### src/design/wstc_pkg.sv
// Shared types and constants for the wall-clock to timecode converter.
package wstc_pkg;

    // Configuration register indexes
    localparam logic [1:0] CFG_UTC_OFFSET = 2'd0;
    localparam logic [1:0] CFG_FRAME_RATE = 2'd1;
    localparam logic [1:0] CFG_DROP_FRAME = 2'd2;
    localparam logic [1:0] CFG_ENABLE     = 2'd3;

    localparam int CFG_IDX_W   = 2;
    localparam int CFG_DATA_W  = 17;
    localparam int EPOCH_W     = 32;
    localparam int MICRO_W     = 20;
    localparam int TIME_W      = 33;
    localparam int PROD_W      = 25;
    localparam int FRAME_W     = 5;
    localparam int HOUR_W      = 5;
    localparam int MIN_W       = 6;
    localparam int SEC_W       = 6;
    localparam int DAY_SEC_W   = 17;
    localparam int MIN_OF_DAY_W = 11;

    localparam logic [MICRO_W-1:0] MICRO_MAX       = 20'd999999;
    localparam logic [FRAME_W-1:0] FRAME_RATE_RST  = 5'd25;
    localparam logic [FRAME_W-1:0] DROP_FRAME_NUM  = 5'd2;

    // Seconds of the day: t mod 86400 = ((t >> 7) mod 675) * 128 + t[6:0].
    localparam int            LOW_SEC_BITS = 7;
    localparam int            DIV675_SHIFT = 36;
    localparam logic [26:0]   RECIP_675    = 27'd101806633;
    localparam logic [9:0]    DIV_675      = 10'd675;

    // Frames: (micro * rate) / 1000000 by exact reciprocal.
    localparam int            MEGA_SHIFT   = 45;
    localparam logic [25:0]   RECIP_MEGA   = 26'd35184373;

    // Divide by 60 as (v >> 2) / 15, with reciprocals sized for each operand range.
    localparam int            DIV15_SHIFT_A = 19;
    localparam logic [15:0]   RECIP_15_A    = 16'd34953;
    localparam int            DIV15_SHIFT_B = 13;
    localparam logic [9:0]    RECIP_15_B    = 10'd547;
    localparam logic [5:0]    SIXTY         = 6'd60;

    // Number of pipeline stages inside the time-of-day datapath
    localparam int HMS_STAGES = 5;

    typedef logic [HMS_STAGES-1:0] t_stage_en;

    // Per-beat control that travels alongside the datapath
    typedef struct packed {
        logic en;     // converter was enabled for this beat
        logic chg;    // seconds differ from the last value seen
        logic avail;  // new second began at zero microseconds
    } t_side;

endpackage

### src/design/wstc_hms_pipe.sv
// Pipelined split of the offset seconds into hours, minutes and seconds, plus frame number.
module wstc_hms_pipe (
    input  logic                                i_clk,
    input  wstc_pkg::t_stage_en                 i_ld,
    input  logic [wstc_pkg::TIME_W-1:0]         i_time,
    input  logic [wstc_pkg::PROD_W-1:0]         i_prod,
    input  wstc_pkg::t_side                     i_side,
    output logic [wstc_pkg::HOUR_W-1:0]         o_hours,
    output logic [wstc_pkg::MIN_W-1:0]          o_minutes,
    output logic [wstc_pkg::SEC_W-1:0]          o_seconds,
    output logic [wstc_pkg::FRAME_W-1:0]        o_frames,
    output wstc_pkg::t_side                     o_side
);

    // Stage 2: quotient by 675 and the frame number
    logic [25:0]                         r2_x;
    logic [16:0]                         r2_q;
    logic [wstc_pkg::LOW_SEC_BITS-1:0]   r2_lo;
    logic [wstc_pkg::FRAME_W-1:0]        r2_fq;
    wstc_pkg::t_side                     r2_side;

    // Stage 3: seconds of the day
    logic [wstc_pkg::DAY_SEC_W-1:0]      r3_d;
    logic [wstc_pkg::FRAME_W-1:0]        r3_fq;
    wstc_pkg::t_side                     r3_side;

    // Stage 4: minutes of the day
    logic [wstc_pkg::DAY_SEC_W-1:0]      r4_d;
    logic [wstc_pkg::MIN_OF_DAY_W-1:0]   r4_q60;
    logic [wstc_pkg::FRAME_W-1:0]        r4_fq;
    wstc_pkg::t_side                     r4_side;

    // Stage 5: seconds and hours
    logic [wstc_pkg::MIN_OF_DAY_W-1:0]   r5_q60;
    logic [wstc_pkg::SEC_W-1:0]          r5_sec;
    logic [wstc_pkg::HOUR_W-1:0]         r5_hrs;
    logic [wstc_pkg::FRAME_W-1:0]        r5_fq;
    wstc_pkg::t_side                     r5_side;

    // Stage 6: minutes
    logic [wstc_pkg::MIN_W-1:0]          r6_min;
    logic [wstc_pkg::SEC_W-1:0]          r6_sec;
    logic [wstc_pkg::HOUR_W-1:0]         r6_hrs;
    logic [wstc_pkg::FRAME_W-1:0]        r6_fq;
    wstc_pkg::t_side                     r6_side;

    logic [25:0]                         s2_x;
    logic [52:0]                         s2_m675;
    logic [50:0]                         s2_mfr;
    logic [26:0]                         s3_qm;
    logic [25:0]                         s3_r;
    logic [30:0]                         s4_m60;
    logic [16:0]                         s5_sm;
    logic [16:0]                         s5_sec;
    logic [18:0]                         s5_mh;
    logic [10:0]                         s6_hm;
    logic [10:0]                         s6_min;

    always_comb begin
        s2_x    = i_time[wstc_pkg::TIME_W-1:wstc_pkg::LOW_SEC_BITS];
        s2_m675 = 53'(s2_x) * 53'(wstc_pkg::RECIP_675);
        s2_mfr  = 51'(i_prod) * 51'(wstc_pkg::RECIP_MEGA);

        s3_qm   = 27'(r2_q) * 27'(wstc_pkg::DIV_675);
        s3_r    = r2_x - s3_qm[25:0];

        s4_m60  = 31'(r3_d[16:2]) * 31'(wstc_pkg::RECIP_15_A);

        s5_sm   = 17'(r4_q60) * 17'(wstc_pkg::SIXTY);
        s5_sec  = r4_d - s5_sm;
        s5_mh   = 19'(r4_q60[10:2]) * 19'(wstc_pkg::RECIP_15_B);

        s6_hm   = 11'(r5_hrs) * 11'(wstc_pkg::SIXTY);
        s6_min  = r5_q60 - s6_hm;
    end

    always_ff @(posedge i_clk) begin
        if (i_ld[0]) begin
            r2_x    <= s2_x;
            r2_q    <= s2_m675[wstc_pkg::DIV675_SHIFT +: 17];
            r2_lo   <= i_time[wstc_pkg::LOW_SEC_BITS-1:0];
            r2_fq   <= s2_mfr[wstc_pkg::MEGA_SHIFT +: wstc_pkg::FRAME_W];
            r2_side <= i_side;
        end
        if (i_ld[1]) begin
            // The remainder by 675 is below 1024, so ten bits carry it.
            r3_d    <= {s3_r[9:0], r2_lo};
            r3_fq   <= r2_fq;
            r3_side <= r2_side;
        end
        if (i_ld[2]) begin
            r4_d    <= r3_d;
            r4_q60  <= s4_m60[wstc_pkg::DIV15_SHIFT_A +: wstc_pkg::MIN_OF_DAY_W];
            r4_fq   <= r3_fq;
            r4_side <= r3_side;
        end
        if (i_ld[3]) begin
            r5_q60  <= r4_q60;
            r5_sec  <= s5_sec[wstc_pkg::SEC_W-1:0];
            r5_hrs  <= s5_mh[wstc_pkg::DIV15_SHIFT_B +: wstc_pkg::HOUR_W];
            r5_fq   <= r4_fq;
            r5_side <= r4_side;
        end
        if (i_ld[4]) begin
            r6_min  <= s6_min[wstc_pkg::MIN_W-1:0];
            r6_sec  <= r5_sec;
            r6_hrs  <= r5_hrs;
            r6_fq   <= r5_fq;
            r6_side <= r5_side;
        end
    end

    assign o_hours   = r6_hrs;
    assign o_minutes = r6_min;
    assign o_seconds = r6_sec;
    assign o_frames  = r6_fq;
    assign o_side    = r6_side;

endmodule

### src/design/wallclock_to_smpte_timecode.sv
// Top level of the wall-clock to timecode converter: handshake, offset stage and timecode state.
//
// Input beats carry whole epoch seconds and microseconds on a valid/stall channel; each
// accepted beat yields exactly one result beat, in order, on the output valid/stall channel.
// A result holds the stored hours, minutes, seconds and frame after that sample, plus a flag
// for a second that began at exactly zero microseconds.
// The datapath is an eight-register pipeline (input register, offset stage, five stages of
// constant-reciprocal division, output register). Each beat passes through these registers
// in order, and one beat per cycle is sustained while the receiver does not stall.
// The timecode state is updated only as each beat enters the output register, so the
// drop-frame test always sees the state left by the previous beat.
// When the receiver stalls, the finished result holds on the outputs while the earlier
// stages keep filling; input stall rises only once every stage holds a beat.
// Reset clears the pipeline, the timecode state and the configuration (offset 0, 25 frames
// per second, drop-frame and enable off). Configuration is written through a plain write
// port and must only change while no beat is in flight.
module wallclock_to_smpte_timecode (
    input  logic                                i_clk,
    input  logic                                i_rst_n,
    input  logic                                i_cfg_we,
    input  logic [wstc_pkg::CFG_IDX_W-1:0]      i_cfg_idx,
    input  logic [wstc_pkg::CFG_DATA_W-1:0]     i_cfg_data,
    input  logic                                i_valid,
    output logic                                o_stall,
    input  logic [wstc_pkg::EPOCH_W-1:0]        i_epoch_seconds,
    input  logic [wstc_pkg::MICRO_W-1:0]        i_micro_seconds,
    output logic                                o_valid,
    input  logic                                i_stall,
    output logic [wstc_pkg::HOUR_W-1:0]         o_hours,
    output logic [wstc_pkg::MIN_W-1:0]          o_minutes,
    output logic [wstc_pkg::SEC_W-1:0]          o_seconds_out,
    output logic [wstc_pkg::FRAME_W-1:0]        o_frames,
    output logic                                o_timecode_available
);

    localparam int NSTG = wstc_pkg::HMS_STAGES + 2;

    // Configuration
    logic signed [wstc_pkg::CFG_DATA_W-1:0] r_utc_offset;
    logic [wstc_pkg::FRAME_W-1:0]           r_frame_rate;
    logic                                   r_drop_frame;
    logic                                   r_enable;

    // Pipeline control
    logic [NSTG-1:0]  r_vld;
    logic [NSTG-1:0]  n_vld;
    logic [NSTG:0]    rdy;
    logic             r_ovalid;
    logic             commit;

    // Input and offset stage payload
    logic [wstc_pkg::EPOCH_W-1:0]  r0_epoch;
    logic [wstc_pkg::MICRO_W-1:0]  r0_micro;
    logic [wstc_pkg::TIME_W-1:0]   r1_time;
    logic [wstc_pkg::PROD_W-1:0]   r1_prod;
    wstc_pkg::t_side               r1_side;

    // Timecode state
    logic [wstc_pkg::TIME_W-1:0]   r_last;
    logic [wstc_pkg::HOUR_W-1:0]   r_hour;
    logic [wstc_pkg::MIN_W-1:0]    r_min;
    logic [wstc_pkg::SEC_W-1:0]    r_sec;
    logic [wstc_pkg::FRAME_W-1:0]  r_frame;
    logic                          r_avail;

    logic signed [wstc_pkg::TIME_W:0]  s1_sum;
    logic [wstc_pkg::TIME_W-1:0]       n_time;
    logic [wstc_pkg::MICRO_W-1:0]      s1_um;
    logic [wstc_pkg::PROD_W-1:0]       n_prod;
    wstc_pkg::t_side                   n_side;

    wstc_pkg::t_stage_en               hms_ld;
    logic [wstc_pkg::HOUR_W-1:0]       p_hours;
    logic [wstc_pkg::MIN_W-1:0]        p_minutes;
    logic [wstc_pkg::SEC_W-1:0]        p_seconds;
    logic [wstc_pkg::FRAME_W-1:0]      p_frames;
    wstc_pkg::t_side                   p_side;
    logic [wstc_pkg::FRAME_W-1:0]      n_frame;
    logic                              drop_slot;

    // A stage can take a beat when it is empty or its beat moves on this cycle.
    always_comb begin
        rdy[NSTG] = !r_ovalid || !i_stall;
        for (int k = NSTG - 1; k >= 0; k--) begin
            rdy[k] = !r_vld[k] || rdy[k+1];
        end
        n_vld[0] = rdy[0] ? i_valid : r_vld[0];
        for (int k = 1; k < NSTG; k++) begin
            n_vld[k] = rdy[k] ? r_vld[k-1] : r_vld[k];
        end
        for (int k = 0; k < wstc_pkg::HMS_STAGES; k++) begin
            hms_ld[k] = rdy[k+2] && r_vld[k+1];
        end
        commit = r_vld[NSTG-1] && rdy[NSTG];
    end

    assign o_stall = !rdy[0];

    // Offset stage: saturating offset add, change detect and the frame product.
    always_comb begin
        s1_sum = $signed({2'b00, r0_epoch})
               + $signed({{(wstc_pkg::TIME_W + 1 - wstc_pkg::CFG_DATA_W){r_utc_offset[16]}},
                          r_utc_offset});
        n_time = s1_sum[wstc_pkg::TIME_W] ? '0 : s1_sum[wstc_pkg::TIME_W-1:0];
        s1_um  = (r0_micro > wstc_pkg::MICRO_MAX) ? wstc_pkg::MICRO_MAX : r0_micro;
        n_prod = {5'd0, s1_um} * {20'd0, r_frame_rate};
        n_side.en    = r_enable;
        n_side.chg   = r_enable && (n_time != r_last);
        n_side.avail = n_side.chg && (r0_micro == '0);
    end

    wstc_hms_pipe u_hms (
        .i_clk     (i_clk),
        .i_ld      (hms_ld),
        .i_time    (r1_time),
        .i_prod    (r1_prod),
        .i_side    (r1_side),
        .o_hours   (p_hours),
        .o_minutes (p_minutes),
        .o_seconds (p_seconds),
        .o_frames  (p_frames),
        .o_side    (p_side)
    );

    // Drop-frame looks at the minute and second left by the previous sample.
    always_comb begin
        drop_slot = r_drop_frame && (r_sec == '0)
                 && !(r_min inside {6'd0, 6'd10, 6'd20, 6'd30, 6'd40, 6'd50});
        n_frame   = (drop_slot && (p_frames < wstc_pkg::DROP_FRAME_NUM))
                  ? wstc_pkg::DROP_FRAME_NUM : p_frames;
    end

    always_ff @(posedge i_clk) begin
        if (!i_rst_n) begin
            r_utc_offset <= '0;
            r_frame_rate <= wstc_pkg::FRAME_RATE_RST;
            r_drop_frame <= 1'b0;
            r_enable     <= 1'b0;
            r_vld        <= '0;
            r_ovalid     <= 1'b0;
            r_last       <= '0;
            r_hour       <= '0;
            r_min        <= '0;
            r_sec        <= '0;
            r_frame      <= '0;
            r_avail      <= 1'b0;
        end else begin
            if (i_cfg_we) begin
                case (i_cfg_idx)
                    wstc_pkg::CFG_UTC_OFFSET: r_utc_offset <= $signed(i_cfg_data);
                    wstc_pkg::CFG_FRAME_RATE: r_frame_rate <= i_cfg_data[wstc_pkg::FRAME_W-1:0];
                    wstc_pkg::CFG_DROP_FRAME: r_drop_frame <= i_cfg_data[0];
                    wstc_pkg::CFG_ENABLE:     r_enable     <= i_cfg_data[0];
                    default: ;
                endcase
            end
            r_vld    <= n_vld;
            r_ovalid <= rdy[NSTG] ? r_vld[NSTG-1] : r_ovalid;
            if (rdy[1] && r_vld[0] && r_enable) begin
                r_last <= n_time;
            end
            if (commit) begin
                r_avail <= p_side.avail;
                if (p_side.en) begin
                    r_frame <= n_frame;
                end
                if (p_side.chg) begin
                    r_hour <= p_hours;
                    r_min  <= p_minutes;
                    r_sec  <= p_seconds;
                end
            end
        end
    end

    always_ff @(posedge i_clk) begin
        if (rdy[0] && i_valid) begin
            r0_epoch <= i_epoch_seconds;
            r0_micro <= i_micro_seconds;
        end
        if (rdy[1] && r_vld[0]) begin
            r1_time <= n_time;
            r1_prod <= n_prod;
            r1_side <= n_side;
        end
    end

    assign o_valid              = r_ovalid;
    assign o_hours              = r_hour;
    assign o_minutes            = r_min;
    assign o_seconds_out        = r_sec;
    assign o_frames             = r_frame;
    assign o_timecode_available = r_avail;

endmodule
### config.mk
export PLATFORM = sky130hd
export DESIGN_NAME = wallclock_to_smpte_timecode
export DESIGN_NICKNAME = d
export VERILOG_FILES = /design/src/design/wstc_pkg.sv /design/src/design/wstc_hms_pipe.sv /design/src/design/wallclock_to_smpte_timecode.sv
export SDC_FILE = /design/constraint.sdc
export NUM_CORES = 2
export LEC_CHECK = 0
export ABC_CLOCK_PERIOD_IN_PS = 7900
export BUFFER_PORTS_ARGS = -buffer_cell sky130_fd_sc_hd__buf_2
export CORE_ASPECT_RATIO = 1.25
export CORE_UTILIZATION = 55
export DETAILED_ROUTE_END_ITERATION = 6
export GPL_TIMING_DRIVEN = 0
export PLACE_DENSITY_LB_ADDON = 0.15
export REMOVE_ABC_BUFFERS = 1
export SYNTH_ARGS = -nofsm -noshare
export SYNTH_HDL_FRONTEND = slang
export SYNTH_SLANG_ARGS = --single-unit
### constraint.sdc
create_clock -name i_clk -period 7.9 [get_ports i_clk]
set_input_delay 0.79 -clock i_clk [delete_from_list [all_inputs] [get_ports i_clk]]
set_output_delay 0.79 -clock i_clk [all_outputs]
set_load 0.02 [all_outputs]
==> report_table.html <==
<table>
<tr><th>Metric</th><th>Value</th></tr>
<tr><th colspan="2">Layout</th></tr>
<tr><td>Layout fillers</td><td>6,236</td></tr>
<tr><td>Sequential cell area</td><td>9210 um^2</td></tr>
<tr><td>Number of nets in the layout</td><td>5,225</td></tr>
<tr><td>Antenna diode count</td><td>0</td></tr>
<tr><td>Multi-input gate area</td><td>27,100 um^2</td></tr>
<tr><td>Final core utilization</td><td>59.7%</td></tr>
<tr><td>Number of standard cells in the final layout excluding fillers</td><td>4,900</td></tr>
<tr><td>Area Overhead vs Synth</td><td>7.53%</td></tr>
<tr><td>Fraction of layout cells with a size suffix above 1</td><td>5.78%</td></tr>
<tr><th colspan="2">Floorplanning</th></tr>
<tr><td>Die outline area</td><td>73,700 um^2</td></tr>
<tr><td>Chip width</td><td>243 um</td></tr>
<tr><td>Core Area</td><td>71,800 um^2</td></tr>
<tr><td>Effective utilization at floorplan</td><td>55.6%</td></tr>
<tr><td>I/O pin cnt</td><td>101</td></tr>
<tr><td>Number of rows in the core area</td><td>110</td></tr>
<tr><td>Die boundary height</td><td>303 um</td></tr>
<tr><th colspan="2">Worst setup path</th></tr>
<tr><td>Slack of the worst reg-to-reg path</td><td>310 ps</td></tr>
<tr><td>Worst Path Buf+Inv</td><td>6</td></tr>
<tr><td>Kind of start point of the critical path</td><td>flop</td></tr>
<tr><td>Critical setup path kind</td><td>flop to flop</td></tr>
<tr><td>Endpoint required time on the critical path</td><td>8200 ps</td></tr>
<tr><td>Critical Path Slowest Stage Cell</td><td>sky130_fd_sc_hd__fa_1</td></tr>
<tr><td>Critical path endpoint category</td><td>flop</td></tr>
<tr><td>Data arrival time at the worst-slack endpoint</td><td>7890 ps</td></tr>
<tr><td>Delay of the slowest critical-path stage</td><td>640 ps</td></tr>
<tr><td>Peak fanout along the critical path</td><td>7</td></tr>
<tr><td>Largest delay share family, worst path</td><td>adder cells</td></tr>
<tr><th colspan="2">Yosys</th></tr>
<tr><td>Share of flip-flops with an asynchronous set or reset after synthesis</td><td>0%</td></tr>
<tr><td>Synth warn</td><td>0</td></tr>
<tr><td>Part of the Yosys area used for sequential elements</td><td>23.1%</td></tr>
<tr><td>Number of flops mapped to enable cells by yosys</td><td>248</td></tr>
<tr><td>Cells after synthesis</td><td>3,815</td></tr>
<tr><td>Synthesis-stage register bit count</td><td>336</td></tr>
<tr><td>Mean post-synth cell area</td><td>10.5 um^2</td></tr>
<tr><td>Synth area leaders</td><td>sky130_fd_sc_hd__fa_1 26%, sky130_fd_sc_hd__ha_1 23%, sky130_fd_sc_hd__edfxtp_1 19%, sky130_fd_sc_hd__inv_1 8.5%, sky130_fd_sc_hd__dfxtp_1 4.4%</td></tr>
<tr><td>Top FF cell, synth</td><td>sky130_fd_sc_hd__edfxtp_1</td></tr>
<tr><td>Post-synth top cells</td><td>908 x sky130_fd_sc_hd__inv_1, 722 x sky130_fd_sc_hd__ha_1, 510 x sky130_fd_sc_hd__fa_1, 248 x sky130_fd_sc_hd__edfxtp_1, 225 x sky130_fd_sc_hd__nand2_1</td></tr>
<tr><td>Most repeated cell in the gate-level netlist after synthesis</td><td>sky130_fd_sc_hd__inv_1</td></tr>
<tr><td>Cell type contributing the most total cell area after synthesis</td><td>sky130_fd_sc_hd__fa_1</td></tr>
<tr><td>Area share of the largest cell type after synthesis</td><td>25.6%</td></tr>
<tr><td>Netlist area before placement</td><td>39,900 um^2</td></tr>
<tr><td>Number of distinct library cell variants in the gate-level netlist after synthesis</td><td>91</td></tr>
<tr><th colspan="2">Route</th></tr>
<tr><td>Detailed-routing iteration count for the pre-antenna-repair pass</td><td>5</td></tr>
<tr><td>Sum of routed wire length over all layers</td><td>83,900 um</td></tr>
<tr><td>DR DRC count</td><td>0</td></tr>
<tr><td>WL per Instance</td><td>17.1 um</td></tr>
<tr><td>Post-route antenna net violation count</td><td>0</td></tr>
<tr><td>Iteration-0 DRC Markers</td><td>1,013</td></tr>
<tr><td>Count of vias placed by the detailed router</td><td>25,800</td></tr>
<tr><td>Via density per instance</td><td>5.27</td></tr>
<tr><th colspan="2">Clocking</th></tr>
<tr><td>Hold buffer count at cts</td><td>0</td></tr>
<tr><td>Maximum clock path buffer count</td><td>3</td></tr>
<tr><td>CTS tree</td><td>done</td></tr>
<tr><td>H-tree depth</td><td>2</td></tr>
<tr><td>Cts bufs inserted</td><td>39</td></tr>
<tr><td>CTS Sinks</td><td>336</td></tr>
<tr><td>Clock edge transition at the registers on the reported setup and hold paths</td><td>60 ps</td></tr>
<tr><td>Root buf cell</td><td>sky130_fd_sc_hd__clkbuf_16</td></tr>
<tr><td>Later-pin clock latency in the skew report</td><td>580 ps</td></tr>
<tr><th colspan="2">Timing</th></tr>
<tr><td>RSZ-0062 raised after global routing</td><td>false</td></tr>
<tr><td>Skew final</td><td>39.0 ps</td></tr>
<tr><td>Final cycle utilization of the critical path</td><td>96.1%</td></tr>
<tr><td>Worst Tran Pin Value</td><td>1390 ps</td></tr>
<tr><td>Normalized max-slew margin</td><td>6.88%</td></tr>
<tr><td>Top achievable clock speed</td><td>132 MHz</td></tr>
<tr><td>Tmin final</td><td>7590 ps</td></tr>
<tr><td>Final hold vios</td><td>0</td></tr>
<tr><td>Final Slew Violations</td><td>0</td></tr>
<tr><td>Final setup violation count</td><td>0</td></tr>
<tr><th colspan="2">GRT</th></tr>
<tr><td>Maximum number of pins on one net before global-route repair</td><td>89</td></tr>
<tr><td>Antenna violations before repair</td><td>2</td></tr>
<tr><td>Vias in the first global route</td><td>26,700</td></tr>
<tr><td>Total track usage</td><td>23.5%</td></tr>
<tr><td>Overflow left after global routing</td><td>0</td></tr>
<tr><td>Wire length of the first global-routing pass</td><td>137,000 um</td></tr>
<tr><th colspan="2">Placement</th></tr>
<tr><td>IO Port Bufs</td><td>100</td></tr>
<tr><td>Global placer's final weighted congestion</td><td>0.929</td></tr>
<tr><td>DPL Wire Length</td><td>71,300 um</td></tr>
<tr><td>Placed Instances</td><td>4,824</td></tr>
<tr><th colspan="2">Run</th></tr>
<tr><td>Max-Cap Viols</td><td>0</td></tr>
<tr><th colspan="2">Min path</th></tr>
<tr><td>Min-delay worst type</td><td>primary input to flop</td></tr>
<tr><th colspan="2">Run status</th></tr>
<tr><td>Run status</td><td>completed</td></tr>
</table>
## per-stage QoR
stage               hold WS (ps)  setup slack (ps)  setup TNS [ps]  instance area, um^2
floorplan                    400              1190               0                39700
global placement             402             -1420          -46230                41400
detailed placement           405              22.6               0                41600
CTS                          358               164               0                42900
global route                 364              9.10               0                42900
finish                       383               310               0                42900
## cells in the final DEF, fill, tap and decap left out, types with 13 or more instances in the layout
cell type,n
sky130_fd_sc_hd__or2_2,15
sky130_fd_sc_hd__dfxtp_1,88
sky130_fd_sc_hd__and2_1,56
sky130_fd_sc_hd__a21o_1,43
sky130_fd_sc_hd__nor3_1,40
sky130_fd_sc_hd__a31oi_1,21
sky130_fd_sc_hd__ha_1,722
sky130_fd_sc_hd__xnor2_1,85
sky130_fd_sc_hd__mux2i_1,13
sky130_fd_sc_hd__nor2b_1,58
sky130_fd_sc_hd__xor2_1,34
sky130_fd_sc_hd__a21oi_1,115
sky130_fd_sc_hd__o21a_1,17
sky130_fd_sc_hd__nor2_1,109
sky130_fd_sc_hd__nand2_1,225
sky130_fd_sc_hd__buf_2,99
sky130_fd_sc_hd__o21ai_0,70
sky130_fd_sc_hd__nand4_1,22
sky130_fd_sc_hd__a211oi_1,13
sky130_fd_sc_hd__inv_1,908
sky130_fd_sc_hd__nand2b_1,15
sky130_fd_sc_hd__fa_1,510
sky130_fd_sc_hd__nand3_1,48
sky130_fd_sc_hd__edfxtp_1,248
sky130_fd_sc_hd__a21boi_0,73
sky130_fd_sc_hd__and3_1,25
sky130_fd_sc_hd__clkbuf_16,40
sky130_fd_sc_hd__nor4_1,13
## flip-flops by register name, indices dropped and copies added (netlist names), 7 cells and up
register      flops
r0_epoch         32
r0_micro         20
r1_prod          25
r1_time          33
r_last           33
r_utc_offset     17
r_vld             7
u_hms.r2_lo       7
u_hms.r2_q       10
u_hms.r2_x       10
u_hms.r3_d       17
u_hms.r4_q60     11
## cell families (layout without fill, tap and decap cells)
group / Yosys count / after routing / share of synthesized area, %
adders and majority gates: 1232 / 1232 / 48.2
AOI/OAI and AO/OA: 463 / 463 / 7.82
DFF: 336 / 336 / 23.1
buffers and inverters: 961 / 1094 / 9.12
xor gates and xnor gates: 120 / 120 / 2.67
and+or+nand+nor: 688 / 688 / 8.72
muxes: 15 / 15 / 0.382
## worst reg2reg max path, cell delays in order (launching register included)
cell and delay, ps:
sky130_fd_sc_hd__edfxtp_1 600, sky130_fd_sc_hd__fa_1 650, sky130_fd_sc_hd__xor2_1 220, sky130_fd_sc_hd__ha_1 330, sky130_fd_sc_hd__inv_1 70, sky130_fd_sc_hd__fa_1 530
sky130_fd_sc_hd__inv_1 50, sky130_fd_sc_hd__fa_1 490, sky130_fd_sc_hd__inv_1 50, sky130_fd_sc_hd__fa_1 470, sky130_fd_sc_hd__inv_1 60, sky130_fd_sc_hd__fa_1 530
sky130_fd_sc_hd__inv_1 60, sky130_fd_sc_hd__fa_1 530, sky130_fd_sc_hd__inv_1 40, sky130_fd_sc_hd__ha_1 190, sky130_fd_sc_hd__a21o_1 150, sky130_fd_sc_hd__a21o_1 170
sky130_fd_sc_hd__a211oi_1 260, sky130_fd_sc_hd__o21bai_1 150, sky130_fd_sc_hd__a2111oi_1 510, sky130_fd_sc_hd__o31ai_1 190, sky130_fd_sc_hd__o21ai_1 350, sky130_fd_sc_hd__nand4_1 180
sky130_fd_sc_hd__a31o_2 280, sky130_fd_sc_hd__a21oi_1 180, sky130_fd_sc_hd__xnor2_1 80
## cell type report
class | count | share of cell area [%]
Multi-Input combinational cell | 2518 | 63.2
Clock buffer | 55 | 2.63
Tap cell | 952 | 2.78
Sequential cell | 336 | 21.5
Inverter | 908 | 7.94
Timing Repair Buffer | 114 | 1.67
Clock inverter | 17 | 0.362
## worst paths after layout
kind                            from               to  depth (start not counted)
setup / recovery         r1_prod[10]   u_hms.r2_fq[4]                         26
hold / removal    i_epoch_seconds[6]      r0_epoch[6]                          1
setup reg to reg         r1_prod[10]   u_hms.r2_fq[4]                         26
hold reg to reg     u_hms.r5_side[1]  u_hms.o_side[1]                          0
## repair_timing
action,4_1_cts,5_1_grt
gates resized for setup,1,1
endpoints found under the setup margin,1,1
buffers inserted,0,3
## layer usage
| metal | wire (um) | share of wire (%) | global-route usage (%) |
|---|---|---|---|
| met5 | 26 | 0.031 | 0 |
| met4 | 2910 | 3.5 | 7.82 |
| met3 | 2390 | 2.8 | 2.25 |
| met2 | 44300 | 53 | 44.5 |
| met1 | 34300 | 41 | 27.9 |
Power is not shown: default switching activity piles up to over one toggle a cycle in this logic, so the estimate is an artifact.
